<file path="config.mk">
export PLATFORM = sky130hd
export DESIGN_NAME = glob_wildcard_matcher_flat
export DESIGN_NICKNAME = d
export VERILOG_FILES = /design/src/rtl/gwm_pkg.sv /design/src/rtl/gwm_if.sv /design/src/rtl/gwm_cell.sv /design/src/rtl/gwm_closure.sv /design/src/rtl/glob_wildcard_matcher.sv /design/src/flat_wrapper.sv
export SDC_FILE = /design/constraint.sdc
export NUM_CORES = 1
export LEC_CHECK = 0
export BUFFER_PORTS_ARGS = -buffer_cell sky130_fd_sc_hd__clkbuf_2
export CORE_ASPECT_RATIO = 0.7
export CORE_MARGIN = 2
export CORE_UTILIZATION = 55
export CTS_CLUSTER_SIZE = 25
export DETAILED_ROUTE_END_ITERATION = 16
export PLACE_DENSITY = 0.71
export SLEW_MARGIN = 20
export SYNTH_ARGS = -nofsm -noshare
export SYNTH_HDL_FRONTEND = slang
export SYNTH_HIERARCHICAL = 1
export SYNTH_SLANG_ARGS = --single-unit
export TNS_END_PERCENT = 30
</file>
<file path="constraint.sdc">
create_clock -name clock -period 18.24 [get_ports clock]
set_input_delay 0.912 -clock clock [delete_from_list [all_inputs] [get_ports clock]]
set_output_delay 0.912 -clock clock [all_outputs]
set_load 0.05 [all_outputs]
</file>
<file path="src/rtl/gwm_pkg.sv">
`timescale 1ns / 1ps
// ----------------------------------------------------------------------------
// Glob wildcard matcher package
// Shared types and constants for the glob matcher: word kinds, wildcard
// byte codes, pattern store size and the control word sent to each cell.
// ----------------------------------------------------------------------------
package gwm_pkg;

   localparam int PATTERN_CAPACITY = 64;

   localparam logic [7:0] BYTE_STAR = 8'h2A;
   localparam logic [7:0] BYTE_ANY  = 8'h3F;

   typedef enum logic [1:0] {
      KIND_CLEAR  = 2'd0,
      KIND_APPEND = 2'd1,
      KIND_NAME   = 2'd2,
      KIND_END    = 2'd3
   } kind_type;

   typedef struct packed {
      logic       restart;
      logic       step;
      logic       append;
      logic [7:0] char_byte;
   } cell_ctl_type;

endpackage

</file>
<file path="src/rtl/gwm_if.sv">
`timescale 1ns / 1ps
// ----------------------------------------------------------------------------
// Glob wildcard matcher channels
// Valid/ready channels for the request words (pattern and name bytes) and
// the response words (match result).
// ----------------------------------------------------------------------------
interface gwm_req_if;
   logic               valid;
   logic               ready;
   gwm_pkg::kind_type  kind;
   logic [7:0]         char_byte;

   modport source (output valid, output kind, output char_byte, input ready);
   modport sink   (input valid, input kind, input char_byte, output ready);
endinterface

interface gwm_rsp_if;
   logic valid;
   logic ready;
   logic matched;
   logic pattern_overflow;

   modport source (output valid, output matched, output pattern_overflow, input ready);
   modport sink   (input valid, input matched, input pattern_overflow, output ready);
endinterface

</file>
<file path="src/rtl/gwm_cell.sv">
`timescale 1ns / 1ps
// ----------------------------------------------------------------------------
// Glob matcher pattern cell
// Holds one pattern byte and the raw activity bit of its position, and
// hands activity to the next cell when a name byte matches.
// ----------------------------------------------------------------------------
module gwm_cell #(
   parameter int INDEX = 0,
   parameter int LEN_W = 7
) (
   input  logic                  clock,
   input  logic                  reset,
   input  gwm_pkg::cell_ctl_type ctl,
   input  logic [LEN_W-1:0]      length,
   input  logic                  adv_in,
   input  logic                  act_in,
   output logic                  raw_out,
   output logic                  prop_out,
   output logic                  adv_out
);
   import gwm_pkg::*;

   logic [7:0] byte_ff;
   logic       raw_ff;
   logic       raw_in;
   logic       valid;
   logic       star;
   logic       hit;

   assign valid    = length > LEN_W'(INDEX);
   assign star     = byte_ff == BYTE_STAR;
   assign hit      = (byte_ff == BYTE_ANY) || (byte_ff == ctl.char_byte);
   assign prop_out = valid && star;
   assign adv_out  = act_in && valid && !star && hit;
   assign raw_out  = raw_ff;

   always_comb begin
      if (ctl.restart) begin
         raw_in = (INDEX == 0);
      end else if (ctl.step) begin
         raw_in = (act_in && prop_out) || adv_in;
      end else begin
         raw_in = raw_ff;
      end
   end

   always_ff @(posedge clock) begin
      if (reset) begin
         raw_ff <= (INDEX == 0);
      end else begin
         raw_ff <= raw_in;
      end
      if (ctl.append && (length == LEN_W'(INDEX))) begin
         byte_ff <= ctl.char_byte;
      end
   end

endmodule

</file>
<file path="src/rtl/gwm_closure.sv">
`timescale 1ns / 1ps
// ----------------------------------------------------------------------------
// Glob matcher star closure
// Spreads activity forward across runs of stars. The spread is the carry
// chain of one wide add: stars propagate, active stars generate.
// ----------------------------------------------------------------------------
module gwm_closure #(
   parameter int WIDTH = 65
) (
   input  logic [WIDTH-1:0] raw,
   input  logic [WIDTH-1:0] prop,
   output logic [WIDTH-1:0] closed
);
   import gwm_pkg::*;

   logic [WIDTH-1:0] gen;
   logic [WIDTH:0]   sum;
   logic [WIDTH:0]   carry;

   assign gen    = raw & prop;
   assign sum    = {1'b0, prop} + {1'b0, gen};
   assign carry  = sum ^ {1'b0, prop} ^ {1'b0, gen};
   assign closed = raw | carry[WIDTH-1:0];

endmodule

</file>
<file path="src/rtl/glob_wildcard_matcher.sv">
`timescale 1ns / 1ps
// A response word appears in the cycle after its end-of-name word is accepted.
// Throughput: one request word per cycle while no response word waits unread;
// every cell and the star closure update at once; the response register lets words flow on.
// Reset clears the pattern length and overflow flag and activates position
// zero; pattern bytes are not cleared and need no clearing pass.
// ----------------------------------------------------------------------------
// Glob wildcard matcher
// Matches streamed name bytes against a stored pattern with '*' and '?'
// using a row of pattern cells and an active position set.
// ----------------------------------------------------------------------------
module glob_wildcard_matcher #(
   parameter int PATTERN_CAPACITY = gwm_pkg::PATTERN_CAPACITY
) (
   input logic       clock,
   input logic       reset,
   gwm_req_if.sink   req,
   gwm_rsp_if.source rsp
);
   import gwm_pkg::*;

   localparam int LEN_W = $clog2(PATTERN_CAPACITY + 1);
   localparam int NPOS  = PATTERN_CAPACITY + 1;

   cell_ctl_type     ctl;
   logic             accept;
   logic             full;
   logic [LEN_W-1:0] length_ff, length_in;
   logic             overflow_ff, overflow_in;
   logic             rsp_valid_ff, rsp_valid_in;
   logic             matched_ff, matched_in;
   logic             rsp_ovf_ff, rsp_ovf_in;
   logic             last_ff, last_in;
   logic [NPOS-1:0]  raw;
   logic [NPOS-1:0]  prop;
   logic [NPOS-1:0]  closed;
   logic [NPOS-1:0]  adv;

   assign req.ready = !rsp_valid_ff || rsp.ready;
   assign accept    = req.valid && req.ready;
   assign full      = length_ff == LEN_W'(PATTERN_CAPACITY);

   assign ctl.restart   = accept && (req.kind != KIND_NAME);
   assign ctl.step      = accept && (req.kind == KIND_NAME);
   assign ctl.append    = accept && (req.kind == KIND_APPEND) && !full;
   assign ctl.char_byte = req.char_byte;

   assign adv[0] = 1'b0;

   for (genvar i = 0; i < PATTERN_CAPACITY; i++) begin : g_cell
      gwm_cell #(
         .INDEX (i),
         .LEN_W (LEN_W)
      ) u_cell (
         .clock    (clock),
         .reset    (reset),
         .ctl      (ctl),
         .length   (length_ff),
         .adv_in   (adv[i]),
         .act_in   (closed[i]),
         .raw_out  (raw[i]),
         .prop_out (prop[i]),
         .adv_out  (adv[i+1])
      );
   end

   assign raw[PATTERN_CAPACITY]  = last_ff;
   assign prop[PATTERN_CAPACITY] = 1'b0;

   gwm_closure #(
      .WIDTH (NPOS)
   ) u_closure (
      .raw    (raw),
      .prop   (prop),
      .closed (closed)
   );

   always_comb begin
      length_in    = length_ff;
      overflow_in  = overflow_ff;
      last_in      = last_ff;
      rsp_valid_in = rsp_valid_ff && !rsp.ready;
      matched_in   = matched_ff;
      rsp_ovf_in   = rsp_ovf_ff;
      if (ctl.restart) begin
         last_in = 1'b0;
      end else if (ctl.step) begin
         last_in = adv[PATTERN_CAPACITY];
      end
      if (accept) begin
         case (req.kind)
            KIND_CLEAR: begin
               length_in   = '0;
               overflow_in = 1'b0;
            end
            KIND_APPEND: begin
               if (full) begin
                  overflow_in = 1'b1;
               end else begin
                  length_in = length_ff + LEN_W'(1);
               end
            end
            KIND_END: begin
               rsp_valid_in = 1'b1;
               matched_in   = !overflow_ff && closed[length_ff];
               rsp_ovf_in   = overflow_ff;
            end
            default: begin
            end
         endcase
      end
   end

   always_ff @(posedge clock) begin
      if (reset) begin
         length_ff    <= '0;
         overflow_ff  <= 1'b0;
         last_ff      <= 1'b0;
         rsp_valid_ff <= 1'b0;
      end else begin
         length_ff    <= length_in;
         overflow_ff  <= overflow_in;
         last_ff      <= last_in;
         rsp_valid_ff <= rsp_valid_in;
      end
      matched_ff <= matched_in;
      rsp_ovf_ff <= rsp_ovf_in;
   end

   assign rsp.valid            = rsp_valid_ff;
   assign rsp.matched          = matched_ff;
   assign rsp.pattern_overflow = rsp_ovf_ff;

`ifndef NO_ASSERTIONS
   a_rsp_from_end: assert property (@(posedge clock) disable iff (reset)
      $rose(rsp_valid_ff) |-> $past(accept && (req.kind == KIND_END)))
      else $error("Response word without an end-of-name word.");

   a_ovf_full: assert property (@(posedge clock) disable iff (reset)
      overflow_ff |-> full)
      else $error("Overflow flag set with a partly filled pattern store.");

   a_ovf_no_match: assert property (@(posedge clock) disable iff (reset)
      rsp_valid_ff |-> !(matched_ff && rsp_ovf_ff))
      else $error("Match reported together with pattern overflow.");

   a_restart: assert property (@(posedge clock) disable iff (reset)
      ctl.restart |=> (raw[0] && !last_ff))
      else $error("Active set not restarted at position zero.");
`endif

endmodule

</file>
<file path="src/flat_wrapper.sv">
// flat-port wrapper written by rule: the top's interface ports become plain ports
module glob_wildcard_matcher_flat import gwm_pkg::*;
#(
   parameter int PATTERN_CAPACITY = gwm_pkg::PATTERN_CAPACITY
)
  (clock, reset, req_valid, req_kind, req_char_byte, req_ready, rsp_valid, rsp_matched, rsp_pattern_overflow, rsp_ready);
  gwm_req_if req_i ();
  gwm_rsp_if rsp_i ();
  input logic clock;
  input logic reset;
  input wire logic [$bits(req_i.valid)-1:0] req_valid;
  input wire logic [$bits(req_i.kind)-1:0] req_kind;
  input wire logic [$bits(req_i.char_byte)-1:0] req_char_byte;
  output wire logic [$bits(req_i.ready)-1:0] req_ready;
  output wire logic [$bits(rsp_i.valid)-1:0] rsp_valid;
  output wire logic [$bits(rsp_i.matched)-1:0] rsp_matched;
  output wire logic [$bits(rsp_i.pattern_overflow)-1:0] rsp_pattern_overflow;
  input wire logic [$bits(rsp_i.ready)-1:0] rsp_ready;
  assign req_i.valid = req_valid;
  assign req_i.kind = req_kind;
  assign req_i.char_byte = req_char_byte;
  assign req_ready = req_i.ready;
  assign rsp_valid = rsp_i.valid;
  assign rsp_matched = rsp_i.matched;
  assign rsp_pattern_overflow = rsp_i.pattern_overflow;
  assign rsp_i.ready = rsp_ready;
  glob_wildcard_matcher #(.PATTERN_CAPACITY(PATTERN_CAPACITY)) u_core (.clock(clock), .reset(reset), .req(req_i), .rsp(rsp_i));
endmodule
</file>
==> flow_metrics.env <==
export IMPL_area_delta_synth_final_pct=10.3
export IMPL_p_sw_mw=0.640
export IMPL_worstPathArrival_ns=6.96
export IMPL_nFillCells=4838
export IMPL_grt_first_pass_wirelength_um=145000
export IMPL_worst_hold_startpoint="u_core/last_ff"
export IMPL_slew_viol_final=0
export IMPL_ys_warn_count=6
export IMPL_cts_max_path_buffers=3
export IMPL_power_frac_comb_pct=5.9
export IMPL_grt_pass1_vias=26100
export IMPL_end_kind="register"
export IMPL_holdPathStages=2
export IMPL_die_h_um=213
export IMPL_ys_async_sr_fraction_pct=0
export IMPL_grt_max_degree=95
export IMPL_synthTopCellsByCount="edfxtp_1, xor2_1, xnor2_1, nor2_1, nand2_1"
export IMPL_fin_crit_sh_pct=35.5
export IMPL_period_minus_slack_ns=6.47
export IMPL_syn_avg_cell_area_um2=11.3
export IMPL_status="finished clean"
export IMPL_drt_total_wl_um=92100
export IMPL_synth_edf_count=514
export IMPL_synth_most_common_cell="edfxtp_1"
export IMPL_row_count=76
export IMPL_crit_required_ns=18.73
export IMPL_rsz0062_at_grt="no"
export IMPL_cts_buffers=57
export IMPL_cts_sinks=588
export IMPL_reg2reg_depth=17
export IMPL_vias=26800
export IMPL_holdBufCountCts=0
export IMPL_seq_area_mm2=0.0169
export IMPL_htreeDepth=2
export IMPL_hold_end="u_core/last_ff"
export IMPL_wl_per_cell_um=22.8
export IMPL_synth_seq_cells=588
export IMPL_total_power_mw=2.85
export IMPL_antenna_found_initial=1
export IMPL_syn_area_mm2=0.0345
export IMPL_slew_headroom_pct=20.2
export IMPL_worst_slew_pin_slew_ns=1.19
export IMPL_synth_cell_type_count=125
export IMPL_whs_ns=0.523
export IMPL_seq_power_share_pct=51.7
export IMPL_synth_cells=3048
export IMPL_holdCritPathClass="reg -> reg"
export IMPL_crit_type="reg -> reg"
export IMPL_finalHoldViolCount=0
export IMPL_postCtsSetupBuffers=0
export IMPL_r2r_end="u_core/rsp.matched"
export IMPL_overflow=0
export IMPL_p_leak_nw=11.9
export IMPL_start_util_pct=55.8
export IMPL_fin_nets=3198
export IMPL_die_w_um=303
export IMPL_r2r_start="u_core/length_ff[4]"
export IMPL_synth_nets=3065
export IMPL_intPower_mw=2.21
export IMPL_yosysTopAreaCellShare_pct=44.8
export IMPL_p_sw_share_pct=22.4
export IMPL_firstDrtPassIters=6
export IMPL_peakVddDrop_v=0.0000893
export IMPL_diodes=0
export IMPL_finalWeightedCongestion=0.984
export IMPL_finalSetupTns_ns=0
export IMPL_path_clk_slew_ns=0.06
export IMPL_multi_input_area_mm2=0.0172
export IMPL_clkPwrFrac_pct=42.4
export IMPL_synthFlopType="edfxtp_1"
export IMPL_core_area_mm2=0.0617
export IMPL_io_buffers=17
export IMPL_synthTopCellsByArea="edfxtp_1, xor2_1, xnor2_1, dfxtp_1, nor2_1"
export IMPL_r2r_slack_ns=11.77
export IMPL_cts_tree="yes"
export IMPL_post_route_drc_count=0
export IMPL_die_area_mm2=0.0647
export IMPL_ant_nets=0
export IMPL_clock_fmax_ghz=0.155
export IMPL_routed_via_density=6.64
export IMPL_post_route_cells_drive_above_1_share_pct=12.1
export IMPL_start_kind="register"
export IMPL_p_per_area_mw_per_mm2=75.0
export IMPL_setup_violations=0
export IMPL_pin_count=18
export IMPL_grt_usage_pct=28.2
export IMPL_crit_fanout=74
export IMPL_yosysTopAreaCell="edfxtp_1"
export IMPL_dp_final_hpwl_um=59200
export IMPL_drv_cap=0
export IMPL_drt_iter0_drc=3035
export IMPL_skew_ns=0.0194
export IMPL_ys_seq_area_share_pct=49.1
export IMPL_cts_root_buffer="clkbuf_16"
export IMPL_clkLatencyLatePin_ns=0.63
export IMPL_ctsResizeCount=0
==> sequential cells by signal (all words and copies together) (netlist names) <==
register,cells
u_core/rsp.pattern_overflow,1
u_core/g_cell.u_cell/raw_out,64
u_core/rsp.matched,1
u_core/last_ff,1
u_core/overflow_ff,1
u_core/g_cell.u_cell/byte_ff,512
u_core/rsp.valid,1
u_core/length_ff,7
==> power groups by stage <==
stage / registers, mW / logic, mW / clock network [mW]
after CTS: 1.47 / 0.167 / 1.23
final: 1.47 / 0.168 / 1.21
after global placement: 1.50 / 0.162 / 0
after detailed placement: 1.50 / 0.166 / 0
after floorplan: 1.50 / 0.0879 / 0
after global routing: 1.47 / 0.181 / 1.28
==> cell families (layout without fill, tap and decap cells) <==
group | Yosys count | count (layout) | synth area share, %
fa+ha+maj | 3 | 3 | 0.109
simple gates | 1219 | 1219 | 22.0
compound gates | 612 | 612 | 13.2
mux | 22 | 22 | 1.34
buf+inv | 86 | 260 | 1.07
flops | 588 | 588 | 49.1
other cells | 1 | 1 | 0.0109
xor+xnor | 517 | 517 | 13.1
==> cell type report <==
cell class	count	share of cell area (%)
multi-input cells	2374	45.4
flip-flops and latches	588	44.6
clock buffers	65	3.91
well taps	819	2.70
repair buffers	83	1.70
clock inverters	35	0.994
inverters	77	0.761
==> layer usage <==
metal  GRT usage, %  vias to the layer above  part of all wire (%)
met2           41.6                     1357                    43
met3           5.17                      165                   9.4
met5              0                        -                     0
met1           42.7                    13100                    46
li1               -                    12200                     -
met4           7.53                        0                   2.2
==> layout by cell type (no fill, tap or decap), types with 43 or more instances in the layout <==
cell       instances
inv_1             77
a21oi_1          109
xor2_1           259
nand2b_1          54
nand3_1           69
nand2_1          157
a31oi_1           43
dfxtp_1           67
clkbuf_16         57
nand4b_1          52
o21ai_0           95
xnor2_1          258
buf_4             66
edfxtp_1         514
nor3_1            97
nor2_1           238
nor4_1            94
a21o_1            48
nand4_1          111
==> worst max-delay path, cell delays in order, from the launching register on <==
cell       delay (ns)
dfxtp_4          0.63
buf_4            0.82
o31a_1           0.28
nor3_1           0.05
nor3_1           0.81
nand4bb_1        0.28
or4_1            0.56
nor4b_1          0.24
o21ai_0          0.13
nand2_1          0.26
nor3_1           0.11
o21ai_0          0.55
a21oi_1          0.24
o31ai_1          0.46
mux4_1           0.33
o22ai_1          0.07
o221ai_1         0.28
a31o_1           0.20
==> how the worst max path moves through the flow <==
stage / slack, ns / start / to / cells after the start
finish: 11.77 / u_core/length_ff[4] / u_core/rsp.matched / 17
global route: 11.41 / u_core/length_ff[4] / u_core/rsp.matched / 17
CTS: 12.10 / u_core/length_ff[4] / u_core/rsp.matched / 17
detailed placement: 12.10 / u_core/length_ff[4] / u_core/rsp.matched / 16
global placement: 12.07 / u_core/length_ff[4] / u_core/rsp.matched / 16
floorplan: 7.31 / rsp_ready / u_core/g_cell[13].u_cell/raw_out / 5
==> stage by stage <==
step / instances / utilization (%) / cell area, µm² / setup slack, ns
finish: 4041 / 61.6 / 38000 / 11.77
global route: 4041 / 61.6 / 38000 / 11.41
CTS: 4041 / 61.5 / 38000 / 12.10
detailed placement: 3941 / 58.5 / 36100 / 12.10
global placement: 3941 / 58.5 / 36100 / 12.07
floorplan: 3048 / - / 34500 / 7.31
(Power assumes the default switching activity.)
